--- src/rtl/i2cram_pkg.sv ---
package i2cram_pkg;

    // Tick counter width; a half period above its range saturates
    localparam int TICK_COUNTER_BITS = 16;

    localparam int HALF_BITS = 16;
    localparam int ADDR_BITS = 7;
    localparam int CFG_IDX_BITS = 1;

    localparam logic [CFG_IDX_BITS-1:0] CFG_DEVICE_ADDRESS = 1'b0;
    localparam logic [CFG_IDX_BITS-1:0] CFG_HALF_PERIOD    = 1'b1;

    localparam logic [ADDR_BITS-1:0] DEV_ADDR_RESET = 7'd36;
    localparam logic [HALF_BITS-1:0] HALF_RESET     = 16'd100;

    // Bus sequencer phases
    localparam logic [4:0] PH_IDLE    = 5'd0;
    localparam logic [4:0] PH_START_A = 5'd1;
    localparam logic [4:0] PH_START_B = 5'd2;
    localparam logic [4:0] PH_TX_LO   = 5'd3;
    localparam logic [4:0] PH_TX_HI   = 5'd4;
    localparam logic [4:0] PH_ACK_LO  = 5'd5;
    localparam logic [4:0] PH_ACK_HI  = 5'd6;
    localparam logic [4:0] PH_RS_A    = 5'd7;
    localparam logic [4:0] PH_RS_B    = 5'd8;
    localparam logic [4:0] PH_RS_C    = 5'd9;
    localparam logic [4:0] PH_RX_LO   = 5'd10;
    localparam logic [4:0] PH_RX_HI   = 5'd11;
    localparam logic [4:0] PH_NACK_LO = 5'd12;
    localparam logic [4:0] PH_NACK_HI = 5'd13;
    localparam logic [4:0] PH_STOP_A  = 5'd14;
    localparam logic [4:0] PH_STOP_B  = 5'd15;
    localparam logic [4:0] PH_FINISH  = 5'd16;

    // Byte stages of a transaction
    localparam logic [1:0] STG_ADDR_W = 2'd0;
    localparam logic [1:0] STG_REG    = 2'd1;
    localparam logic [1:0] STG_DATA   = 2'd2;
    localparam logic [1:0] STG_ADDR_R = 2'd3;

    typedef struct packed {
        logic       request;
        logic       mode;
        logic [7:0] reg_addr;
        logic [7:0] write_data;
        logic       sda_in;
    } t_in_word;

    typedef struct packed {
        logic       scl_level;
        logic       sda_level;
        logic       busy_res;
        logic       done_res;
        logic       ack_ok;
        logic [7:0] read_data;
    } t_out_word;

    typedef struct packed {
        logic [ADDR_BITS-1:0] device_address;
        logic [HALF_BITS-1:0] half_period_ticks;
    } t_cfg;

    // Queue head as seen by the sequencer
    typedef struct packed {
        logic     valid;
        t_in_word word;
    } t_q_head;

endpackage

--- src/rtl/i2cram_if.sv ---
interface i2cram_in_if;
    logic       valid;
    logic       ready;
    logic       request;
    logic       mode;
    logic [7:0] reg_addr;
    logic [7:0] write_data;
    logic       sda_in;

    modport source (output valid, request, mode, reg_addr, write_data, sda_in, input ready);
    modport sink (input valid, request, mode, reg_addr, write_data, sda_in, output ready);
endinterface

interface i2cram_out_if;
    logic       valid;
    logic       ready;
    logic       scl_level;
    logic       sda_level;
    logic       busy_res;
    logic       done_res;
    logic       ack_ok;
    logic [7:0] read_data;

    modport source (output valid, scl_level, sda_level, busy_res, done_res, ack_ok, read_data,
                    input ready);
    modport sink (input valid, scl_level, sda_level, busy_res, done_res, ack_ok, read_data,
                  output ready);
endinterface

interface i2cram_cfg_if;
    logic        valid;
    logic        ready;
    logic [0:0]  index;
    logic [15:0] data;

    modport source (output valid, index, data, input ready);
    modport sink (input valid, index, data, output ready);
endinterface

--- src/rtl/i2cram_front.sv ---
module i2cram_front (
    input  logic                 i_clk,
    input  logic                 i_rst_n,
    input  logic                 i_valid,
    output logic                 o_ready,
    input  i2cram_pkg::t_in_word i_word,
    input  logic                 i_pop,
    output i2cram_pkg::t_q_head  o_head
);
    import i2cram_pkg::*;

    t_in_word   r_mem [2];
    logic       r_wptr, n_wptr;
    logic       r_rptr, n_rptr;
    logic [1:0] r_count, n_count;
    logic       push;
    logic       pop;

    assign o_ready = (r_count != 2'd2);
    assign push    = i_valid & o_ready;
    assign pop     = i_pop & (r_count != 2'd0);

    always_comb begin
        n_wptr  = push ? ~r_wptr : r_wptr;
        n_rptr  = pop ? ~r_rptr : r_rptr;
        n_count = r_count + {1'b0, push} - {1'b0, pop};
    end

    always_ff @(posedge i_clk) begin
        if (!i_rst_n) begin
            r_wptr  <= 1'b0;
            r_rptr  <= 1'b0;
            r_count <= 2'd0;
        end else begin
            r_wptr  <= n_wptr;
            r_rptr  <= n_rptr;
            r_count <= n_count;
        end
    end

    always_ff @(posedge i_clk) begin
        if (push) begin
            r_mem[r_wptr] <= i_word;
        end
    end

    assign o_head.valid = (r_count != 2'd0);
    assign o_head.word  = r_mem[r_rptr];

endmodule

--- src/rtl/i2cram_seq.sv ---
module i2cram_seq (
    input  logic                  i_clk,
    input  logic                  i_rst_n,
    input  i2cram_pkg::t_cfg      i_cfg,
    input  i2cram_pkg::t_q_head   i_head,
    output logic                  o_pop,
    output logic                  o_valid,
    input  logic                  i_ready,
    output i2cram_pkg::t_out_word o_word
);
    import i2cram_pkg::*;

    localparam int TCB = TICK_COUNTER_BITS;
    localparam logic [31:0] CMAX = 32'((64'd1 << TCB) - 64'd1);

    logic [4:0]     r_phase, n_phase, e_phase;
    logic [2:0]     r_bit, n_bit, e_bit;
    logic [7:0]     r_shift, n_shift, e_shift;
    logic [TCB-1:0] r_tick, n_tick, e_tick;
    logic           r_mode, n_mode, e_mode;
    logic [7:0]     r_reg, n_reg, e_reg;
    logic [7:0]     r_wd, n_wd, e_wd;
    logic           r_ok, n_ok, e_ok;
    logic [1:0]     r_stage, n_stage, e_stage;

    logic           r_valid;
    t_out_word      r_out, n_out;
    logic           take;
    logic [31:0]    seg_len;
    logic [32:0]    tick_p1;
    logic           seg_end;
    t_in_word       w;
    logic           tx_bit;

    assign w    = i_head.word;
    assign take = i_head.valid & (~r_valid | i_ready);
    assign o_pop = take;

    // Segment length: zero counts as one, saturate at the counter range
    always_comb begin
        seg_len = 32'(i_cfg.half_period_ticks);
        if (seg_len == 32'd0) begin
            seg_len = 32'd1;
        end
        if (seg_len > CMAX) begin
            seg_len = CMAX;
        end
    end

    always_comb begin
        e_phase = r_phase;
        e_bit   = r_bit;
        e_shift = r_shift;
        e_tick  = r_tick;
        e_mode  = r_mode;
        e_reg   = r_reg;
        e_wd    = r_wd;
        e_ok    = r_ok;
        e_stage = r_stage;

        // Latch a request from idle; the first start segment shows this tick
        if (r_phase == PH_IDLE && w.request) begin
            e_mode  = w.mode;
            e_reg   = w.reg_addr;
            e_wd    = w.write_data;
            e_ok    = 1'b1;
            e_stage = STG_ADDR_W;
            e_bit   = 3'd0;
            e_shift = 8'd0;
            e_tick  = '0;
            e_phase = PH_START_A;
        end

        tx_bit  = e_shift[e_bit];
        tick_p1 = 33'(e_tick) + 33'd1;
        seg_end = (tick_p1 >= {1'b0, seg_len});

        n_out = '{scl_level: 1'b1, sda_level: 1'b1, busy_res: 1'b1, done_res: 1'b0,
                  ack_ok: 1'b0, read_data: 8'd0};
        unique case (e_phase) inside
            PH_IDLE:    n_out.busy_res = 1'b0;
            PH_START_B: n_out.sda_level = 1'b0;
            PH_TX_LO: begin
                n_out.scl_level = 1'b0;
                n_out.sda_level = tx_bit;
            end
            PH_TX_HI:   n_out.sda_level = tx_bit;
            PH_ACK_LO, PH_RS_A, PH_RX_LO, PH_NACK_LO: n_out.scl_level = 1'b0;
            PH_RS_C:    n_out.sda_level = 1'b0;
            PH_STOP_A: begin
                n_out.scl_level = 1'b0;
                n_out.sda_level = 1'b0;
            end
            PH_STOP_B:  n_out.sda_level = 1'b0;
            PH_FINISH: begin
                n_out.busy_res  = 1'b0;
                n_out.done_res  = 1'b1;
                n_out.ack_ok    = e_ok;
                n_out.read_data = (e_ok && !e_mode) ? e_shift : 8'd0;
            end
            default: ;
        endcase

        n_phase = e_phase;
        n_bit   = e_bit;
        n_shift = e_shift;
        n_tick  = e_tick;
        n_mode  = e_mode;
        n_reg   = e_reg;
        n_wd    = e_wd;
        n_ok    = e_ok;
        n_stage = e_stage;

        if (e_phase >= PH_FINISH) begin
            n_phase = PH_IDLE;
            n_tick  = '0;
        end else if (e_phase != PH_IDLE) begin
            if (!seg_end) begin
                n_tick = tick_p1[TCB-1:0];
            end else begin
                n_tick = '0;
                unique case (e_phase)
                    PH_START_A: n_phase = PH_START_B;
                    PH_START_B: begin
                        n_stage = STG_ADDR_W;
                        n_shift = {i_cfg.device_address, 1'b0};
                        n_bit   = 3'd7;
                        n_phase = PH_TX_LO;
                    end
                    PH_TX_LO: n_phase = PH_TX_HI;
                    PH_TX_HI: begin
                        if (e_bit == 3'd0) begin
                            n_phase = PH_ACK_LO;
                        end else begin
                            n_bit   = e_bit - 3'd1;
                            n_phase = PH_TX_LO;
                        end
                    end
                    PH_ACK_LO: n_phase = PH_ACK_HI;
                    PH_ACK_HI: begin
                        if (w.sda_in) begin
                            n_ok    = 1'b0;
                            n_phase = PH_STOP_A;
                        end else if (e_stage == STG_ADDR_W) begin
                            n_stage = STG_REG;
                            n_shift = e_reg;
                            n_bit   = 3'd7;
                            n_phase = PH_TX_LO;
                        end else if (e_stage == STG_REG) begin
                            if (e_mode) begin
                                n_stage = STG_DATA;
                                n_shift = e_wd;
                                n_bit   = 3'd7;
                                n_phase = PH_TX_LO;
                            end else begin
                                n_phase = PH_RS_A;
                            end
                        end else if (e_stage == STG_ADDR_R) begin
                            n_shift = 8'd0;
                            n_bit   = 3'd7;
                            n_phase = PH_RX_LO;
                        end else begin
                            n_phase = PH_STOP_A;
                        end
                    end
                    PH_RS_A: n_phase = PH_RS_B;
                    PH_RS_B: n_phase = PH_RS_C;
                    PH_RS_C: begin
                        n_stage = STG_ADDR_R;
                        n_shift = {i_cfg.device_address, 1'b1};
                        n_bit   = 3'd7;
                        n_phase = PH_TX_LO;
                    end
                    PH_RX_LO: n_phase = PH_RX_HI;
                    PH_RX_HI: begin
                        n_shift = {e_shift[6:0], w.sda_in};
                        if (e_bit == 3'd0) begin
                            n_phase = PH_NACK_LO;
                        end else begin
                            n_bit   = e_bit - 3'd1;
                            n_phase = PH_RX_LO;
                        end
                    end
                    PH_NACK_LO: n_phase = PH_NACK_HI;
                    PH_NACK_HI: n_phase = PH_STOP_A;
                    PH_STOP_A:  n_phase = PH_STOP_B;
                    PH_STOP_B:  n_phase = PH_FINISH;
                    default:    n_phase = PH_IDLE;
                endcase
            end
        end
    end

    always_ff @(posedge i_clk) begin
        if (!i_rst_n) begin
            r_phase <= PH_IDLE;
            r_bit   <= 3'd0;
            r_shift <= 8'd0;
            r_tick  <= '0;
            r_mode  <= 1'b0;
            r_reg   <= 8'd0;
            r_wd    <= 8'd0;
            r_ok    <= 1'b0;
            r_stage <= STG_ADDR_W;
            r_valid <= 1'b0;
        end else begin
            if (take) begin
                r_phase <= n_phase;
                r_bit   <= n_bit;
                r_shift <= n_shift;
                r_tick  <= n_tick;
                r_mode  <= n_mode;
                r_reg   <= n_reg;
                r_wd    <= n_wd;
                r_ok    <= n_ok;
                r_stage <= n_stage;
                r_valid <= 1'b1;
            end else if (i_ready) begin
                r_valid <= 1'b0;
            end
        end
    end

    always_ff @(posedge i_clk) begin
        if (take) begin
            r_out <= n_out;
        end
    end

    assign o_valid = r_valid;
    assign o_word  = r_out;

endmodule

--- src/rtl/i2c_register_access_master.sv ---
// Path: an accepted word is written into the input queue, then the sequencer registers its result word.
// Throughput: one word per cycle sustained; the two-entry input queue and the result register
// let either side stall while the other keeps moving.
// The sequencer takes one tick word per cycle, so the rate is set by that single update step.
// Reset: synchronous, active low; queue empty, sequencer idle, device address 36, half period 100.
module i2c_register_access_master (
    input  logic i_clk,
    input  logic i_rst_n,
    i2cram_in_if.sink    i_in,
    i2cram_out_if.source o_out,
    i2cram_cfg_if.sink   i_cfg
);
    import i2cram_pkg::*;

    // Configuration registers: device address and half period, always ready
    t_cfg      r_cfg;
    t_in_word  in_word;
    t_q_head   q_head;
    logic      q_pop;
    t_out_word out_word;

    assign i_cfg.ready = 1'b1;

    always_ff @(posedge i_clk) begin
        if (!i_rst_n) begin
            r_cfg.device_address    <= DEV_ADDR_RESET;
            r_cfg.half_period_ticks <= HALF_RESET;
        end else if (i_cfg.valid) begin
            unique case (i_cfg.index)
                CFG_DEVICE_ADDRESS: r_cfg.device_address <= i_cfg.data[ADDR_BITS-1:0];
                CFG_HALF_PERIOD:    r_cfg.half_period_ticks <= i_cfg.data;
                default: ;
            endcase
        end
    end

    // Pack the incoming tick word
    assign in_word.request    = i_in.request;
    assign in_word.mode       = i_in.mode;
    assign in_word.reg_addr   = i_in.reg_addr;
    assign in_word.write_data = i_in.write_data;
    assign in_word.sda_in     = i_in.sda_in;

    // Front: hold accepted words in a short queue
    i2cram_front u_front (
        .i_clk   (i_clk),
        .i_rst_n (i_rst_n),
        .i_valid (i_in.valid),
        .o_ready (i_in.ready),
        .i_word  (in_word),
        .i_pop   (q_pop),
        .o_head  (q_head)
    );

    // Back: advance the bus sequencer one tick per word, register the result
    i2cram_seq u_seq (
        .i_clk   (i_clk),
        .i_rst_n (i_rst_n),
        .i_cfg   (r_cfg),
        .i_head  (q_head),
        .o_pop   (q_pop),
        .o_valid (o_out.valid),
        .i_ready (o_out.ready),
        .o_word  (out_word)
    );

    assign o_out.scl_level = out_word.scl_level;
    assign o_out.sda_level = out_word.sda_level;
    assign o_out.busy_res  = out_word.busy_res;
    assign o_out.done_res  = out_word.done_res;
    assign o_out.ack_ok    = out_word.ack_ok;
    assign o_out.read_data = out_word.read_data;

endmodule
--- src/flat_wrapper.sv ---
// flat-port wrapper written by rule: the top's interface ports become plain ports
module i2c_register_access_master_flat import i2cram_pkg::*;
  (i_clk, i_rst_n, i_in_valid, i_in_request, i_in_mode, i_in_reg_addr, i_in_write_data, i_in_sda_in, i_in_ready, o_out_valid, o_out_scl_level, o_out_sda_level, o_out_busy_res, o_out_done_res, o_out_ack_ok, o_out_read_data, o_out_ready, i_cfg_valid, i_cfg_index, i_cfg_data, i_cfg_ready);
  i2cram_in_if i_in_i ();
  i2cram_out_if o_out_i ();
  i2cram_cfg_if i_cfg_i ();
  input  logic i_clk;
  input  logic i_rst_n;
  input wire logic [$bits(i_in_i.valid)-1:0] i_in_valid;
  input wire logic [$bits(i_in_i.request)-1:0] i_in_request;
  input wire logic [$bits(i_in_i.mode)-1:0] i_in_mode;
  input wire logic [$bits(i_in_i.reg_addr)-1:0] i_in_reg_addr;
  input wire logic [$bits(i_in_i.write_data)-1:0] i_in_write_data;
  input wire logic [$bits(i_in_i.sda_in)-1:0] i_in_sda_in;
  output wire logic [$bits(i_in_i.ready)-1:0] i_in_ready;
  output wire logic [$bits(o_out_i.valid)-1:0] o_out_valid;
  output wire logic [$bits(o_out_i.scl_level)-1:0] o_out_scl_level;
  output wire logic [$bits(o_out_i.sda_level)-1:0] o_out_sda_level;
  output wire logic [$bits(o_out_i.busy_res)-1:0] o_out_busy_res;
  output wire logic [$bits(o_out_i.done_res)-1:0] o_out_done_res;
  output wire logic [$bits(o_out_i.ack_ok)-1:0] o_out_ack_ok;
  output wire logic [$bits(o_out_i.read_data)-1:0] o_out_read_data;
  input wire logic [$bits(o_out_i.ready)-1:0] o_out_ready;
  input wire logic [$bits(i_cfg_i.valid)-1:0] i_cfg_valid;
  input wire logic [$bits(i_cfg_i.index)-1:0] i_cfg_index;
  input wire logic [$bits(i_cfg_i.data)-1:0] i_cfg_data;
  output wire logic [$bits(i_cfg_i.ready)-1:0] i_cfg_ready;
  assign i_in_i.valid = i_in_valid;
  assign i_in_i.request = i_in_request;
  assign i_in_i.mode = i_in_mode;
  assign i_in_i.reg_addr = i_in_reg_addr;
  assign i_in_i.write_data = i_in_write_data;
  assign i_in_i.sda_in = i_in_sda_in;
  assign i_in_ready = i_in_i.ready;
  assign o_out_valid = o_out_i.valid;
  assign o_out_scl_level = o_out_i.scl_level;
  assign o_out_sda_level = o_out_i.sda_level;
  assign o_out_busy_res = o_out_i.busy_res;
  assign o_out_done_res = o_out_i.done_res;
  assign o_out_ack_ok = o_out_i.ack_ok;
  assign o_out_read_data = o_out_i.read_data;
  assign o_out_i.ready = o_out_ready;
  assign i_cfg_i.valid = i_cfg_valid;
  assign i_cfg_i.index = i_cfg_index;
  assign i_cfg_i.data = i_cfg_data;
  assign i_cfg_ready = i_cfg_i.ready;
  i2c_register_access_master u_core (.i_clk(i_clk), .i_rst_n(i_rst_n), .i_in(i_in_i), .o_out(o_out_i), .i_cfg(i_cfg_i));
endmodule
--- config.mk ---
export PLATFORM = sky130hd
export DESIGN_NAME = i2c_register_access_master_flat
export DESIGN_NICKNAME = d
export VERILOG_FILES = /design/src/rtl/i2cram_pkg.sv /design/src/rtl/i2cram_if.sv /design/src/rtl/i2cram_front.sv /design/src/rtl/i2cram_seq.sv /design/src/rtl/i2c_register_access_master.sv /design/src/flat_wrapper.sv
export SDC_FILE = /design/constraint.sdc
export NUM_CORES = 1
export LEC_CHECK = 0
export ABC_AREA = 1
export BUFFER_PORTS_ARGS = -buffer_cell sky130_fd_sc_hd__buf_2
export CORE_ASPECT_RATIO = 2
export CORE_MARGIN = 2
export CORE_UTILIZATION = 40
export DETAILED_ROUTE_END_ITERATION = 10
export PLACE_DENSITY_LB_ADDON = 0.25
export SETUP_SLACK_MARGIN = 0.15
export SYNTH_ARGS = -nofsm -noshare
export SYNTH_HDL_FRONTEND = slang
export SYNTH_HIERARCHICAL = 1
export SYNTH_SLANG_ARGS = --single-unit
--- constraint.sdc ---
create_clock -name i_clk -period 6.31 [get_ports i_clk]
set_input_delay 0.3155 -clock i_clk [delete_from_list [all_inputs] [get_ports i_clk]]
set_output_delay 0.3155 -clock i_clk [all_outputs]
set_load 0.03 [all_outputs]
### After elaboration in Yosys (flattened, before gate mapping)

Memories as Yosys holds them, arrays and structs flattened. A register that Yosys moved wholly into a read port is not among the register bits.
Index checks and enable logic that the tools add are counted.

| cells by class | value |
|---|---|
| add/subtract/negate cells | 4 |
| order comparisons | 4 |
| equality and inequality tests | 19 |
| mux-type cells | 70 |
| bitwise logic cells | 8 |
| reduce and logical (&&, ||, !) cells | 20 |

Operators with widths:

| operator | number |
|---|---|
| two-way mux 16 bit | 6 |
| two-way mux 8 bit | 12 |
| case mux 5 bit (14 select lines) | 1 |
| two-way mux 3 bit | 14 |
| == test 5 x 4 -> 1 bit (second input constant) | 8 |
| two-way mux 5 bit | 7 |
| >= comparator 17 x 32 -> 1 bit | 1 |
| > comparator 32 x 16 -> 1 bit (second input constant) | 1 |
| case mux 8 bit (4 select lines) | 1 |
| == test 5 x 3 -> 1 bit (second input constant) | 4 |
| adder 16 x 1 -> 17 bit (second input constant) | 1 |
| logical NOT 16 bit | 1 |
| two-way mux 1 bit | 16 |
| two-way mux 2 bit | 8 |
| == test 5 x 2 -> 1 bit (second input constant) | 2 |
| logical NOT 5 bit | 2 |
| two-way mux 10 bit | 1 |
| case mux 3 bit (3 select lines) | 1 |
| OR reduction 2 bit | 4 |
| case mux 2 bit (3 select lines) | 1 |
| AND reduction 2 bit | 3 |
| OR reduction 6 bit | 1 |
| == test 5 x 1 -> 1 bit (second input constant) | 1 |
| == test 5 bit (second input constant) | 1 |
| other kinds (20) | 27 |

| word-level totals | value |
|---|---|
| flip-flop bits (word level) | 93 |
| bits in writable memories | 38 |
| output and inout bits | 16 |
| logic and storage cells | 147 |
| memories | 1 |

Memories:

| memory | words | bits a word | read ports | clocked after memory_dff | wr ports | RTL line | source |
|---|---|---|---|---|---|---|---|
| u_core.u_front.r_mem | 2 | 19 | 1 | 1 | 1 | i2cram_front.sv:12 | `t_in_word r_mem [2];` |

### Longest topological paths before layout

Gate-level depths: netlist of the first run.

| logic depth | value |
|---|---|
| depth in word-level cells | 12 |
| depth in mapped cells | 28 |
| gate-level depth less buffers | 25 |

### By module

Netlist of the first run, hierarchy kept.

Modules (own cells, without submodules):

| module | times used | cells an instance | area an instance (um^2) |
|---|---|---|---|
| i2cram_seq | 1 | 742 | 4723.3 |
| i2cram_front | 1 | 95 | 1664.1 |
| i2c_register_access_master | 1 | 115 | 864.6 |

### Worst setup path before layout of the first run

Ideal clock, no wire load.

| timing | value |
|---|---|
| path kind | flip-flop to flip-flop |
| from | register with a tool-made name |
| to | register u_core.u_seq.r_shift[4] |
| setup time | 0.113 ns |
| data arrival time | 3.655 ns |
| required time | 6.197 ns |
| path slack | 2.541 ns |
| stages on the path, launching flop included | 26 |
| path buffers | 4 |
| path through | dfxtp_1 > buf_6 > mux2_2 > nand2_1 > nor2_4 > buf_2 > buf_2 > nor2_1 > ha_1 > nand3_1 > nor3_1 > nand3_1 > xor2_1 > ha_1 > nand2_1 > o21a_1 > nand2_1 > a21oi_1 > nand3_4 > nand2_2 > inv_2 > buf_6 > nand2_1 > o21ai_0 > o21ai_1 > inv_1 |

RTL lines:

| what | RTL line | source |
|---|---|---|
| end signal: assignment | i2cram_seq.sv:210 | `r_shift <= n_shift;` |
| end: declaration | i2cram_seq.sv:18 | `logic [7:0] r_shift, n_shift, e_shift;` |

==> results of run 1 <==
[critical path, delay by kind of cell (launching register included)]
kind            cells  cell delay (ns)
mux                 1             0.41
xor+xnor            1             0.22
flops               1             0.31
compound gates      3             0.51
fa+ha+maj           2             0.47
simple gates       12             1.85
buf+inv             2             0.43
[stage by stage]
step / hold slack [ns] / utilization / area (um^2)
finish: 0.0774 / 0.462 / 8220
global route: 0.0617 / 0.462 / 8220
CTS: 0.0629 / 0.462 / 8220
detailed placement: 0.443 / 0.430 / 7650
global placement: 0.436 / 0.430 / 7650
floorplan: 0.409 / - / 7250
[metal layers]
| layer | vias to the layer above | GRT usage |
|---|---|---|
| li1 | 3235 | - |
| met1 | 2845 | 0.202 |
| met2 | 139 | 0.343 |
| met3 | 32 | 0.0313 |
| met4 | 0 | 0.0944 |
| met5 | - | 0 |
[power by group through the flow]
| stage | Combinational, W | Sequential [W] | Clock (W) |
|---|---|---|---|
| 2_1_floorplan | 0.00112 | 0.00126 | 0 |
| 3_3_place_gp | 0.00155 | 0.00120 | 0 |
| 3_5_place_dp | 0.00155 | 0.00121 | 0 |
| 4_1_cts | 0.00156 | 0.00119 | 0.000972 |
| 5_1_grt | 0.00175 | 0.00122 | 0.00101 |
| 6_report | 0.00156 | 0.00119 | 0.000950 |
[worst max-delay path by stage]
stage	startpoint	to	slack, ns	cells past startpoint
finish	flip-flop	u_core/u_seq/r_tick[9]$_SDFFE_PN0P_	2.00	21
floorplan	flip-flop	u_core/u_seq/r_shift[4]$_SDFFE_PN0P_	2.54	25
global placement	flip-flop	u_core/u_seq/r_shift[7]$_SDFFE_PN0P_	2.13	20
CTS	flip-flop	u_core/u_seq/r_tick[0]$_SDFFE_PN0P_	2.00	21
global route	flip-flop	u_core/u_seq/r_tick[0]$_SDFFE_PN0P_	1.66	21
detailed placement	flip-flop	u_core/u_seq/r_tick[0]$_SDFFE_PN0P_	2.03	21
[kinds of logic (layout without fill, tap and decap cells)]
logic type,after synthesis,in the layout,synth area share
compound gates,195,195,0.147
xor+xnor,10,10,0.0121
fa+ha+maj,21,21,0.0362
buf+inv,163,225,0.0939
flops,132,132,0.435
mux,22,22,0.0388
other cells,1,1,0.000517
simple gates,408,408,0.236
[final cells by class]
class / count / area share
Clock buffer: 18 / 0.0522
Clock inverter: 14 / 0.0173
Inverter: 133 / 0.0607
Multi-Input combinational cell: 657 / 0.416
Sequential cell: 132 / 0.384
Tap cell: 213 / 0.0324
Timing Repair Buffer: 60 / 0.0380
[cells in the final DEF (no fill, tap or decap), types with 21 or more instances in the layout]
master and instances:
nand3_1 44, inv_1 125, o21ai_0 66, nor2_1 104, edfxtp_1 51, a21oi_1 87
ha_1 21, dfxtp_1 81, nand2_1 218, buf_2 55
==> reports/metrics.csv, run 1 <==
stage,metric,value,unit
final_layout,Final Non-Filler Cells,1227,
final_layout,multi-input logic area,3420,um^2
global_routing,vias in the first global route,6092,
critical_path,critical path type,reg -> reg,
timing,clock period minus worst slack,4.31,ns
yosys,number of synthesized register bits,132,
run_status,status,completed,
final_layout,Largest regs,"u_core/u_front/r_mem x38, u_core/r_cfg x23, u_core/u_seq/r_tick x16",
cts,Num CTS Buffers,17,
critical_path,largest fanout on the critical path,19,
timing,final setup violation count,0,
routing,WL/cell,14.4,um
pwr,Internal Power,0.00213,W
pwr,Worst VDD drop,0.000254,V
final_layout,FF+latch area,3150,um^2
yosys,main flop type after synthesis,dfxtp_1,
cts,root buffer cell,clkbuf_16,
final_layout,layout cells sized above 1,0.137,
critical_path,crit path launch type,flip-flop,
yosys,net count after synthesis,1014,
critical_path,flop2flop setup slack,2.00,ns
routing,Final Routed Wirelength,17.7,mm
critical_path,"Max stage delay cell, worst path",mux2_2,
global_routing,pin count of the biggest net entering global routing,48,
pwr,Reg power frac,0.322,
place,Placed Cells,1195,
min_path,HP Start,i_in_write_data[1],
min_path,Hold Crit Depth,1,
yosys,post-synthesis cell area,7250,um^2
flow_run,max cap viols,0,
final_layout,largest reg by FF count,u_core/u_front/r_mem,
timing,Pins Over Slew Limit,0,
final_layout,FILL cells,1821,
floorplan,row count,69,
routing,via count,6251,
pwr,Net Sw Power,0.00157,W
routing,router iterations before antenna repair,5,
cts,# H-tree levels,4,
place,HPWL Detailed,13.1,mm
routing,Starting DRT DRC Count,314,
final_layout,n_diodes,0,
timing,fmax,232,MHz
critical_path,cell mode on critical path,nand2_1,
global_routing,Total GRT Usage,0.187,
floorplan,DIE AREA,19300,um^2
cts,"CTS clk-pin slew, worst paths",0.06,ns
min_path,Min-Delay Path Class,in -> reg,
pwr,pwr dens,450,nW/um^2
critical_path,R2R cell count,21,
critical_path,highest cell delay on the worst timing path,0.41,ns
timing,Slew @ Worst Pin,1.10,ns
critical_path,FF-to-FF End,u_core/u_seq/r_tick[9]$_SDFFE_PN0P_,
yosys,Synth top area share,0.224,
yosys,Avg Inst Size Synth,7.62,um^2
floorplan,Placeable Area,17800,um^2
floorplan,die height,194,um
yosys,cell count after synthesis,952,
final_layout,area grow syn2layout,13.4,%
yosys,"Async S/R FF share, synth",0,
timing,clock skew,0.0111,ns
pwr,Sw Share,0.424,
floorplan,Initial Utilization,0.408,
critical_path,endpoint class of the critical path,flip-flop,
cts,setup bufs post-CTS,0,
place,Place WS,2.03,ns
routing,met3 WL,569,um
yosys,post-synthesis sequential area ratio,0.435,
routing,highest routed layer,met4,
floorplan,width of the die,99.2,um
timing,final hold violation count,0,
global_routing,gr ovfl total,0,
floorplan,io pins,57,
yosys,most numerous cell in the Yosys netlist,nand2_1,
yosys,largest cells by area after synthesis,"dfxtp_1, edfxtp_1, nand2_1",
pwr,Design Power,0.00370,W
yosys,distinct cell type count after synthesis,48,
critical_path,worst path arrival time,4.62,ns
routing,Met1 Wirelength,7.23,mm
cts,CTS Hold Buffers Added,0,
cts,Max Buffers Root-to-Sink,2,
yosys,Commonest cells post-synth,"nand2_1, inv_1, nor2_1",
routing,Detail Route Antenna Nets,0,
pwr,Clock power frac,0.256,
routing,metal2 WL,9.39,mm
timing,unrepaired setup endpoints after global routing,no,
critical_path,Critical Path RT,6.62,ns
final_layout,Final Net Count,1063,
yosys,Post-synth EDFFs,51,
final_layout,max FFs per register,38,
place,routability congestion estimate,0.896,
cts,Post-CTS Resized,0,
timing,setup TNS,0,ns
pwr,Comb power frac,0.422,
yosys,Yosys top cell by area,dfxtp_1,
yosys,Synth Warn #,6,
timing,worst relative slew slack,0.263,
place,IO Port Bufs,55,
timing,final period utilization,0.683,
global_routing,first-pass GRT wire length,28.9,mm
min_path,Hold EP,u_core/u_front/r_mem[0][2]$_DFFE_PP_,
cts,clk sinks,132,
timing,PnR worst setup slack,2.00,ns
cts,worst-skew pair later-pin latency,0.42,ns
routing,DRC,0,
cts,CTS tree,yes,
pwr,Pleak,3.53,nW
routing,post-DR vias/cell,5.09,
global_routing,initial antenna violation count,0,
critical_path,worst path cell trace,buf_4 -> mux2_2 -> nand2_1 -> nor2_4 -> nor2_1 -> ha_1 -> nand3_1 -> nor3_1 -> nand3_1 -> xor2_1 -> ha_1 -> nand2_1 -> o21a_1 -> nand2_1 -> a21oi_1 -> nand3_4 -> inv_2 -> nand2_1 -> nor2_4 -> nand2_1 -> a21oi_1,
No activity file was read; power rests on OpenSTA's default activity.
==> run 2, diff against run 1 <==
- clock period: 6.31 -> 3.7 ns (I/O delays scaled with it)
==> reports/metrics.csv, run 2 (synthesis results as in run 1) <==
stage,metric,value,unit,change
final_layout,layout cells sized above 1,0.204,,+0.0667
timing,final period utilization,0.964,,+0.281
floorplan,Initial Utilization,0.408,,unchanged
critical_path,largest fanout on the critical path,7,,-12
floorplan,Placeable Area,17800,um^2,unchanged
pwr,Sw Share,0.431,,+0.00697
global_routing,vias in the first global route,6320,,+3.7%
final_layout,"commonest non-fill, non-tap cell in the layout",nand2_1,,
final_layout,n_diodes,0,,unchanged
critical_path,"Max stage delay cell, worst path",edfxtp_1,,
flow_run,max cap viols,0,,unchanged
timing,unrepaired setup endpoints after global routing,yes,,
routing,Detail Route Antenna Nets,0,,unchanged
critical_path,highest cell delay on the worst timing path,0.37,ns,-0.04 ns
pwr,Reg power frac,0.298,,-0.024
pwr,Net Sw Power,0.00295,W,+88%
cts,worst-skew pair later-pin latency,0.43,ns,about the same
global_routing,Total GRT Usage,0.199,,+0.0115
critical_path,critical path type,reg -> reg,,
timing,final setup violation count,0,,unchanged
routing,Final Routed Wirelength,19.1,mm,+7.9%
timing,hold slack final,0.0104,ns,-0.0670 ns
floorplan,row count,69,,unchanged
run_status,status,completed,,
critical_path,Critical Path RT,4.03,ns,-2.59 ns
pwr,Comb power frac,0.450,,+0.028
cts,CTS tree,yes,,
timing,clock skew,0.00651,ns,-0.00456 ns
cts,Num CTS Buffers,17,,unchanged
place,IO Port Bufs,55,,unchanged
pwr,Clock power frac,0.252,,-0.004
place,routability congestion estimate,0.871,,-2.7%
routing,DRC,0,,unchanged
cts,root buffer cell,clkbuf_16,,
final_layout,max FFs per register,38,,unchanged
routing,Starting DRT DRC Count,282,,-10%
min_path,Min-Delay Path Class,in -> reg,,
final_layout,area grow syn2layout,24.9,%,
cts,Max Buffers Root-to-Sink,2,,unchanged
timing,final hold violation count,0,,unchanged
timing,clock period minus worst slack,3.57,ns,-0.744 ns
timing,Slew @ Worst Pin,0.810,ns,-0.289 ns
cts,# H-tree levels,4,,unchanged
critical_path,crit path launch type,flip-flop,,
place,HPWL Detailed,13.6,mm,+3.4%
final_layout,FILL cells,1703,,-6.5%
timing,worst relative slew slack,0.459,,+0.196
cts,clk sinks,132,,unchanged
pwr,Worst VDD drop,0.000505,V,+99%
routing,post-DR vias/cell,5.15,,+1.1%
global_routing,initial antenna violation count,0,,unchanged
global_routing,pin count of the biggest net entering global routing,48,,unchanged
pwr,Internal Power,0.00389,W,+83%
final_layout,Final Net Count,1114,,+4.8%
timing,fmax,280,MHz,+21%
final_layout,Largest regs,"u_core/u_front/r_mem x38, u_core/r_cfg x23, u_core/u_seq/r_tick x16",,
floorplan,DIE AREA,19300,um^2,unchanged
pwr,Pleak,3.95,nW,+12%
timing,Pins Over Slew Limit,0,,unchanged
routing,WL/cell,15.0,um,+3.6%
floorplan,width of the die,99.2,um,unchanged
critical_path,worst path arrival time,3.89,ns,-0.73 ns
final_layout,largest reg by FF count,u_core/u_front/r_mem,,
floorplan,io pins,57,,unchanged
cts,"CTS clk-pin slew, worst paths",0.07,ns,about the same
critical_path,worst path cell trace,mux2_4 -> nand2_4 -> nor2_4 -> buf_6 -> nor2_4 -> ha_4 -> nand3_4 -> nor3_4 -> nand3_2 -> xor2_2 -> ha_1 -> nand2_2 -> nor2_1 -> nand2_1 -> nand2_1 -> a21oi_2 -> nand3_4 -> buf_12 -> nand2_8 -> clkinv_8 -> nand2_2 -> o21ai_2 -> o21ai_2 -> inv_1,,
final_layout,fin util,0.509,,+0.0471
routing,router iterations before antenna repair,5,,unchanged
pwr,pwr dens,756,nW/um^2,+68%
final_layout,most frequent cells in the layout,"nand2_1, inv_1, nor2_1",,
floorplan,die height,194,um,unchanged
routing,via count,6582,,+5.3%
global_routing,gr ovfl total,0,,unchanged
critical_path,endpoint class of the critical path,flip-flop,,
global_routing,first-pass GRT wire length,30.5,mm,+5.4%
-- run 2: cell count changes in the layout (fill, tap and decap cells not counted), moves of 5 or more --
cell	before	now
nand3_1	44	38
buf_4	5	26
dlygate4sd3_1	0	23
nor2_1	104	95
nand2_1	218	202
nand2_4	2	8
nand3_2	1	6
nand2_2	4	13
nor3_1	10	4
nor2_4	2	8
-- run 2: per-stage QoR --
step	total power, W	cell area [um^2]	worst slack [ns]	TNS [ns]	std cells
6_report	0.00684	9060	0.134	0	1278
3_5_place_dp	0.00485	7800	0.0506	0	1208
5_1_grt	0.00730	9060	-0.0277	-0.0828	1278
2_1_floorplan	0.00410	7290	0.151	0	952
3_3_place_gp	0.00483	7800	0.108	0	1208
4_1_cts	0.00669	8760	0.153	0	1269
-- run 2: power groups by stage --
stage                     Combinational, W  Sequential (W)  Clock [W]
after CTS                          0.00289         0.00204    0.00176
final                              0.00308         0.00204    0.00172
after detailed placement           0.00278         0.00207          0
after global routing               0.00340         0.00208    0.00182
after global placement             0.00277         0.00206          0
after floorplan                    0.00194         0.00216          0
-- run 2: timing repair --
action                                  CTS  global route
hold buffers                             23             0
endpoints found under the setup margin   21            35
cloned                                    0             1
endpoints found under the hold margin    42             0
buffers inserted                          6             8
pin swaps                                 5            30
resized for setup                        13            59
-- run 2: area by class of cell --
| cell class | count | area (um^2) | area share |
|---|---|---|---|
| Timing Repair inverter | 1 | 11.3 | 0.00124 |
| Multi-Input combinational cell | 657 | 3710 | 0.410 |
| Tap cell | 213 | 267 | 0.0294 |
| Inverter | 133 | 512 | 0.0565 |
| Sequential cell | 132 | 3150 | 0.348 |
| Clock inverter | 15 | 183 | 0.0202 |
| Clock buffer | 17 | 425 | 0.0470 |
| Timing Repair Buffer | 110 | 795 | 0.0877 |
-- run 2: worst paths after layout --
| path | startpoint | to | slack, ns | depth (start not counted) |
|---|---|---|---|---|
| setup / recovery | u_core/u_front/r_mem[0][18]$_DFFE_PP_ | u_core/u_seq/r_shift[2]$_SDFFE_PN0P_ | 0.13 | 24 |
| setup reg to reg | u_core/u_front/r_mem[0][18]$_DFFE_PP_ | u_core/u_seq/r_shift[2]$_SDFFE_PN0P_ | 0.13 | 24 |
| hold reg to reg | u_core/u_seq/r_reg[0]$_SDFFE_PN0P_ | u_core/u_seq/r_reg[0]$_SDFFE_PN0P_ | 0.45 | 2 |
| hold / removal | i_cfg_data[8] | u_core/r_cfg[8]$_SDFFE_PN0P_ | 0.01 | 3 |
-- run 2: worst max-delay path, delay by kind of cell, from the launching register on --
family | cells | cell delay (ns)
multiplexers | 1 | 0.30
AND/OR/NAND/NOR | 13 | 1.34
AO/OA/AOI/OAI | 3 | 0.32
adder cells (fa/ha/maj) | 2 | 0.48
flip-flops | 1 | 0.37
XOR/XNOR | 1 | 0.21
buffers and inverters | 4 | 0.44
-- run 2: per-layer routing --
layer / track usage / part of all wire / wire, um
met1: 0.209 / 0.39 / 7380
met2: 0.367 / 0.54 / 10300
met3: 0.0360 / 0.037 / 709
met4: 0.102 / 0.037 / 716
met5: 0 / 0 / 0
